### src/hdl/btp_pkg.sv
package btp_pkg;

    localparam int BTP_MAX_WIDTH = 1024;

    localparam int IMG_W_BITS = 11;
    localparam int IMG_H_BITS = 12;
    localparam int CFG_DATA_BITS = 12;
    localparam int CFG_INDEX_BITS = 1;
    // row counter runs past the frame, up to height + 2, while the pipeline drains
    localparam int ROW_BITS = 13;

    localparam logic [IMG_W_BITS-1:0] IMG_W_RESET = 11'd640;
    localparam logic [IMG_H_BITS-1:0] IMG_H_RESET = 12'd480;
    localparam logic [IMG_W_BITS-1:0] IMG_W_MIN = 11'd4;
    localparam logic [IMG_H_BITS-1:0] IMG_H_MIN = 12'd4;

    localparam logic [CFG_INDEX_BITS-1:0] REG_IMAGE_WIDTH = 1'd0;
    localparam logic [CFG_INDEX_BITS-1:0] REG_IMAGE_HEIGHT = 1'd1;

    localparam logic CMD_PIXEL = 1'b0;
    localparam logic CMD_FLUSH = 1'b1;

    localparam logic SUB_FIRST = 1'b0;
    localparam logic SUB_SECOND = 1'b1;

    localparam logic [3:0] SET_MIN = 4'd2;
    localparam logic [3:0] SET_MAX = 4'd6;

    // per-beat flags computed from the raster position at the input
    typedef struct packed {
        logic pix;      // pixel bit (zero during drain)
        logic int1;     // first stage centre is interior
        logic int2;     // second stage centre is interior
        logic res;      // beat yields a result
        logic last;     // result is the final pixel of the frame
    } pix_tag_t;

    // ring order: n, ne, e, se, s, sw, w, nw in bits 0..7
    function automatic logic zs_clear(input logic [7:0] r, input logic sub);
        logic [7:0] rise;
        logic [3:0] a;
        logic [3:0] b;
        logic m1;
        logic m2;
        rise = ~r & {r[0], r[7:1]};
        a = '0;
        b = '0;
        for (int i = 0; i < 8; i++) begin
            a = a + {3'b000, rise[i]};
            b = b + {3'b000, r[i]};
        end
        if (sub == SUB_FIRST) begin
            m1 = r[0] & r[2] & r[4];
            m2 = r[2] & r[4] & r[6];
        end
        else begin
            m1 = r[0] & r[2] & r[6];
            m2 = r[0] & r[4] & r[6];
        end
        return (a == 4'd1) && (b >= SET_MIN) && (b <= SET_MAX) && !m1 && !m2;
    endfunction

    // window cell k = column * 3 + row, column 0 west, row 0 north
    function automatic logic [7:0] ring_1b(input logic [8:0] win);
        return {win[0], win[1], win[2], win[5], win[8], win[7], win[6], win[3]};
    endfunction

    // two bits per cell; bit 0 of each cell is the stage-one value
    function automatic logic [7:0] ring_2b(input logic [17:0] win);
        return {win[0], win[2], win[4], win[10], win[16], win[14], win[12], win[6]};
    endfunction

endpackage

### src/hdl/btp_seq.sv
module btp_seq
    import btp_pkg::*;
#(
    parameter int MAX_WIDTH = BTP_MAX_WIDTH
)
(
    input  logic                                 clk,
    input  logic                                 rst_n,
    input  logic                                 in_valid,
    input  logic                                 command,
    input  logic                                 pixel_in,
    input  logic                                 adv,
    input  logic                                 clear,
    input  logic [$clog2(MAX_WIDTH+1)-1:0]       width,
    input  logic [IMG_H_BITS-1:0]                height,
    output logic                                 take,
    output logic [$clog2(MAX_WIDTH)-1:0]         col,
    output pix_tag_t                             tag
);

    localparam int CW = $clog2(MAX_WIDTH);
    localparam int WW = $clog2(MAX_WIDTH + 1);

    logic [CW-1:0]       col_reg;
    logic [CW-1:0]       col_next;
    logic [ROW_BITS-1:0] row_reg;
    logic [ROW_BITS-1:0] row_next;
    logic [ROW_BITS-1:0] h_ext;
    logic                drain;
    logic                row_end;

    assign h_ext = ROW_BITS'(height);
    assign drain = row_reg >= h_ext;
    assign take = in_valid & adv & (drain | (command == CMD_PIXEL));
    assign col = col_reg;
    assign row_end = (WW'(col_reg) + WW'(1)) == width;

    // first stage centre trails by one row and one pixel, second by two of each
    always_comb
    begin
        tag.pix = drain ? 1'b0 : pixel_in;
        tag.int1 = (col_reg >= CW'(2)) && (row_reg >= ROW_BITS'(2))
                   && (row_reg <= h_ext - ROW_BITS'(1));
        tag.int2 = ((col_reg >= CW'(3)) && (row_reg >= ROW_BITS'(3)) && (row_reg <= h_ext))
                   || ((col_reg == CW'(0)) && (row_reg >= ROW_BITS'(4))
                       && (row_reg <= h_ext + ROW_BITS'(1)));
        tag.res = (row_reg >= ROW_BITS'(3))
                  || ((row_reg == ROW_BITS'(2)) && (col_reg >= CW'(2)));
        tag.last = (col_reg == CW'(1)) && (row_reg == h_ext + ROW_BITS'(2));
    end

    always_comb
    begin
        col_next = col_reg;
        row_next = row_reg;
        priority if (clear)
        begin
            col_next = '0;
            row_next = '0;
        end
        else if (take)
        begin
            if (tag.last)
            begin
                col_next = '0;
                row_next = '0;
            end
            else if (row_end)
            begin
                col_next = '0;
                row_next = row_reg + ROW_BITS'(1);
            end
            else
            begin
                col_next = col_reg + CW'(1);
            end
        end
    end

    always_ff @(posedge clk or negedge rst_n)
    begin
        if (!rst_n)
        begin
            col_reg <= '0;
            row_reg <= '0;
        end
        else
        begin
            col_reg <= col_next;
            row_reg <= row_next;
        end
    end

endmodule

### config.mk
export PLATFORM = sky130hd
export DESIGN_NAME = btp_seq
export DESIGN_NICKNAME = d
export VERILOG_FILES = /design/src/hdl/btp_pkg.sv /design/src/hdl/btp_seq.sv
export SDC_FILE = /design/constraint.sdc
export NUM_CORES = 1
export LEC_CHECK = 0
export ABC_AREA = 1
export CORE_ASPECT_RATIO = 0.8
export CORE_MARGIN = 3
export CORE_UTILIZATION = 59
export DETAILED_ROUTE_END_ITERATION = 6
export DONT_BUFFER_PORTS = 1
export PLACE_DENSITY = 0.78
export RECOVER_POWER = 50
export REMOVE_ABC_BUFFERS = 1
export SYNTH_ARGS = -nofsm -noshare
export SYNTH_HDL_FRONTEND = slang
export SYNTH_SLANG_ARGS = --single-unit
### constraint.sdc
create_clock -name clk -period 2.73 [get_ports clk]
set_clock_uncertainty 0.1 [all_clocks]
set_input_delay 0.4095 -clock clk [delete_from_list [all_inputs] [get_ports clk]]
set_output_delay 0.4095 -clock clk [all_outputs]
set_load 0.01 [all_outputs]
# Word-level counts from Yosys, hierarchy flattened
# Cells that the tools add are included.
# classes
add_sub_neg,6
magnitude_cmp,9
eq_ne,4
muxes,9
n_bitwise,4
n_reduce_logical,14
# op_table
op,n
2-to-1 mux 13 bit,4
2-to-1 mux 10 bit,4
greater-or-equal comparator 13 x 2 -> 1 bit (second input constant),2
less-or-equal comparator 13 bit,2
greater-or-equal comparator 10 x 2 -> 1 bit (second input constant),2
adder 12 x 1 -> 13 bit (second input constant),1
adder 12 x 2 -> 13 bit (second input constant),1
adder 13 x 1 -> 13 bit (second input constant),1
== test 13 bit,1
== test 13 x 2 -> 1 bit (second input constant),1
greater-or-equal comparator 13 x 12 -> 1 bit,1
greater-or-equal comparator 13 x 3 -> 1 bit (second input constant),1
less-or-equal comparator 13 x 12 -> 1 bit,1
subtractor 12 x 1 -> 13 bit (second input constant),1
adder 10 x 1 -> 11 bit (second input constant),1
== test 11 bit,1
adder 10 x 1 -> 10 bit (second input constant),1
== test 10 x 1 -> 1 bit (second input constant),1
zero test 10 bit,1
logical AND 1 bit,8
nonzero test 3 bit,1
bitwise AND 1 bit,2
logical OR 1 bit,2
AND reduction 2 bit,1
other kinds (4),4
# totals
ff_bits,23
input_bits,30
output_inout_bits,16
word_cells,48

# Depth between registers and ports, before layout
# depth
ltp_word,6
mapped_depth,17
depth_no_buf,16

# Least setup slack after synthesis
# No wires, ideal clock.
# synth_timing
kind,input -> output
from,in height[1]
to,out tag[3] (netlist bit)
t_arrival_ns,2.384
required_time_ns,2.220
slack_ns,-0.163
path_stages,12
n_path_buf,0
cell_sequence,inv_1 ha_1 nand3_1 nor3_1 nand3_1 nor2_1 nand3_1 ha_1 nand4_1 nor3_1 nand4_1 a21oi_1
# synth_rtl
element,line,rtl
"start, declared",btp_seq.sv:15,"input logic [IMG_H_BITS-1:0] height,"
"end, declared",btp_seq.sv:18,output pix_tag_t tag

==> impl_results.rst <==
.. list-table::
   :header-rows: 1

   * - Metric
     - Value
   * - Capturing point of the worst reg2reg path
     - row_reg[11]
   * - Longest Clk Path Bufs
     - 2
   * - Crit start category
     - input pin
   * - Die X-Extent
     - 92.9 um
   * - Origin of the critical flop-to-flop path
     - col[1]
   * - Number of input and output port buffers inserted
     - 0
   * - Ys Warns
     - 0
   * - Clock tree sinks
     - 23
   * - Most numerous cell in the Yosys netlist
     - sky130_fd_sc_hd__nand2_1
   * - Total of flip-flops plus latches after synthesis
     - 23
   * - Top-area cell type share of the netlist area
     - 0.165
   * - Via Count
     - 4073
   * - Area overhead of the layout relative to synthesis
     - 19.3%
   * - Post-Synthesis Mean Instance Area
     - roughly 6 um2
   * - Most common library cells after synthesis
     - 153 x sky130_fd_sc_hd__nand2_1, 76 x sky130_fd_sc_hd__inv_1, 66 x sky130_fd_sc_hd__nor2_1
   * - Flip-flop cell with the highest count after synthesis
     - sky130_fd_sc_hd__dfrtp_1
   * - Worst Setup Path Type
     - in2out
   * - Max-cap viol count
     - 0
   * - Worst hold slack after final layout
     - between 300 and 400 ps
   * - Share of flip-flops with an asynchronous set or reset after synthesis
     - 1.00
   * - Vertical die dimension
     - roughly 76 um
   * - Class of the tightest hold or removal check
     - in2reg
   * - CP max stage cell
     - sky130_fd_sc_hd__ha_1
   * - Number of failing setup endpoints in the final timing report
     - 2
   * - Critical path cell sequence
     - clkinv_8 > ha_4 > inv_2 > nor2_4 > nand4_1 > buf_4 > o31ai_4 > inv_1 > ha_1 > nand4_1 > nor3_2 > nand4_1 > a21oi_2 > buf_4
   * - Longest individual stage delay on the worst path
     - approximately 270 ps
   * - Clock latency reported for the late side of the worst-skew pair
     - about 260 ps
   * - Detailed-route DRC error count
     - 0
   * - Leakage power
     - approximately 2.3 nW
   * - DR vias/cell
     - ~5.8
   * - Core Footprint
     - about 5600 um2
   * - Number of max-slew violations in the final report
     - 0
   * - Post-CTS clock slew at the launch and capture registers of the worst setup and hold paths
     - approximately 80 ps
   * - Rows
     - 24
   * - Critical-path maximum fanout
     - 4
   * - Clock root buffer master
     - sky130_fd_sc_hd__clkbuf_8
   * - Die area
     - 7020 um2
   * - Power Total
     - about 0.0011 W
   * - Ratio of total power to cell area
     - approximately 250 nW/um2
   * - Max FFs per register
     - 13
   * - First DRT Iteration DRCs
     - between 300 and 400
   * - Largest area contributor in the synthesized netlist
     - sky130_fd_sc_hd__ha_1
   * - Failing checks
     - negative setup slack
   * - Crit path launch
     - height[1]
   * - Max IR drop VDD
     - 0.242 mV
   * - Unrepaired setup endpoints after global routing
     - yes
   * - Last element of the critical path
     - tag[3]
   * - Total half-perimeter wirelength after legalization and detailed placement
     - ~8.5 mm
   * - Final weighted congestion in routability-driven placement
     - approximately 0.94
   * - Routed Antenna Nets
     - 0
   * - Required time at the endpoint of the critical path
     - approximately 2200 ps
   * - Fraction of layout instances using a drive strength above 1
     - 0.152
   * - Sequential share of the synthesized area
     - 0.161
   * - Worst-case register-to-register setup slack
     - approximately 160 ps
   * - Post-synth cell types
     - 35
   * - Initial Util
     - 0.632
   * - Worst EP arrival
     - about 2400 ps
   * - Min Tclk post-route
     - ~3000 ps
   * - Minimum setup slack in the final design
     - -220 ps
   * - Count of final hold-check violations
     - 0
   * - Remaining max-slew budget at the tightest pin
     - 0.322
   * - Count of pins on the block boundary
     - 46
   * - Final net count
     - between 700 and 800
   * - Pre-Repair DR Iteration Count
     - 5
   * - Global route total overflow
     - 0
   * - Detailed-route wire length
     - roughly 11 mm
   * - Largest net degree at the start of global routing
     - 24
   * - Slew at the pin closest to its max-slew limit
     - about 1000 ps
   * - Result of the run
     - finished with violations
   * - Number of antenna violations at the first check in global routing
     - 0
   * - Detailed-route wire length per cell
     - approximately 15 um
   * - Cell count after synthesis
     - 577
   * - H-tree levels
     - 1
   * - CTS tree
     - yes
   * - Maximum operating frequency
     - 339 MHz
   * - Syn Std Cell Area
     - 3570 um2
   * - Top cell by count, worst path
     - sky130_fd_sc_hd__nand4_1
   * - Total routing resource utilization after global routing
     - 0.306
   * - Cts bufs inserted
     - 3
   * - R2R depth
     - 12
   * - First-pass GRT wire length
     - ~17 mm
   * - Number of global-route vias before repair
     - around 3500
   * - Top cells by area in the synthesized netlist
     - sky130_fd_sc_hd__ha_1 16%, sky130_fd_sc_hd__dfrtp_1 16%, sky130_fd_sc_hd__nand2_1 16%
   * - Element type at the critical path end
     - output port
   * - Final worst-path cycle share
     - 1.08
   * - Number of flops mapped to enable cells by yosys
     - 0
-- power by group --
part	internal (W)	switching, W	total (W)
Clock	0.000104	0.000106	0.000210
Sequential	0.000355	0.0000283	0.000384
Combinational	0.000195	0.000280	0.000475
Total	0.000655	0.000414	0.00107
-- logic make-up after synthesis --
| kind of cell | Yosys count | share of synthesized area |
|---|---|---|
| compound gates | 58 | 0.0874 |
| simple gates | 332 | 0.412 |
| buf+inv | 88 | 0.0996 |
| flops | 23 | 0.161 |
| fa+ha+maj | 47 | 0.165 |
| xor+xnor | 29 | 0.0751 |
-- worst max-delay path, delay by kind of cell --
| kind | cells | cell delay (ps) |
|---|---|---|
| AO/OA/AOI/OAI | 2 | 320 |
| adder cells (fa/ha/maj) | 2 | 390 |
| buffers and inverters | 5 | 490 |
| AND/OR/NAND/NOR | 5 | 830 |
-- worst min-delay path by stage --
stage / start / to / cells past startpoint
3_3_place_gp: rst_n / row_reg[11] / 0
3_5_place_dp: rst_n / row_reg[11] / 0
4_1_cts: clear / col[9] / 3
5_1_grt: clear / col[7] / 3
2_1_floorplan: rst_n / col[0] / 0
6_report: clear / col[9] / 3
-- per-layer routing --
| layer | vias to the layer above | global-route usage | wire length, um | share of wire |
|---|---|---|---|---|
| met2 | 180 | 0.473 | 4740 | 0.44 |
| met1 | 1895 | 0.457 | 4900 | 0.46 |
| met3 | 21 | 0.0474 | 960 | 0.089 |
| met5 | - | 0 | 0 | 0 |
| met4 | 0 | 0.0537 | 158 | 0.015 |
| li1 | 1977 | - | - | - |
-- final cells by class --
| type | instances | area (um2) |
|---|---|---|
| timing repair buffer | 53 | 397 |
| clock buffer | 4 | 45.0 |
| inverter | 77 | 328 |
| tap | 78 | 97.6 |
| multi-input combinational | 466 | 2810 |
| fill | 478 | 1390 |
| antenna | 1 | 2.50 |
| sequential | 23 | 577 |
-- what timing repair did --
action	in CTS	in global routing
setup endpoints to repair	2	6
pin swaps	15	18
hold buffers	1	0
endpoints found under the hold margin	23	0
setup buffers	5	10
cloned	0	0
resized for setup	27	24
-- stage by stage --
stage	TNS, ps	utilization	area [um2]	setup slack [ps]	std cells
3_3_place_gp	-329	0.686	3870	-306	681
5_1_grt	-740	0.753	4250	-409	701
2_1_floorplan	-163	-	3500	-163	566
6_report	-266	0.754	4250	-220	702
3_5_place_dp	-527	0.686	3870	-408	681
4_1_cts	-271	0.719	4060	-252	691
-- cells in the final DEF (no fill, tap or decap), types with 3 or more instances in the layout --
cell type                  instances
sky130_fd_sc_hd__nor2_1           62
sky130_fd_sc_hd__dfrtp_1          22
sky130_fd_sc_hd__buf_4            51
sky130_fd_sc_hd__nor3_1           10
sky130_fd_sc_hd__o21ai_1          10
sky130_fd_sc_hd__nor2_2            3
sky130_fd_sc_hd__xnor2_1           4
sky130_fd_sc_hd__nor2_4            4
sky130_fd_sc_hd__clkbuf_8          3
sky130_fd_sc_hd__ha_1             44
sky130_fd_sc_hd__xor2_1           23
sky130_fd_sc_hd__a21oi_1          19
sky130_fd_sc_hd__inv_1            72
sky130_fd_sc_hd__nand3_1          59
sky130_fd_sc_hd__nand3_2           6
sky130_fd_sc_hd__nand2_2           6
sky130_fd_sc_hd__inv_2             3
sky130_fd_sc_hd__nand2_1         151
sky130_fd_sc_hd__o21ai_0          19
sky130_fd_sc_hd__ha_4              3
sky130_fd_sc_hd__nand4_1          14
sky130_fd_sc_hd__nor4_1            4
No activity file was read; power rests on OpenSTA's default activity.
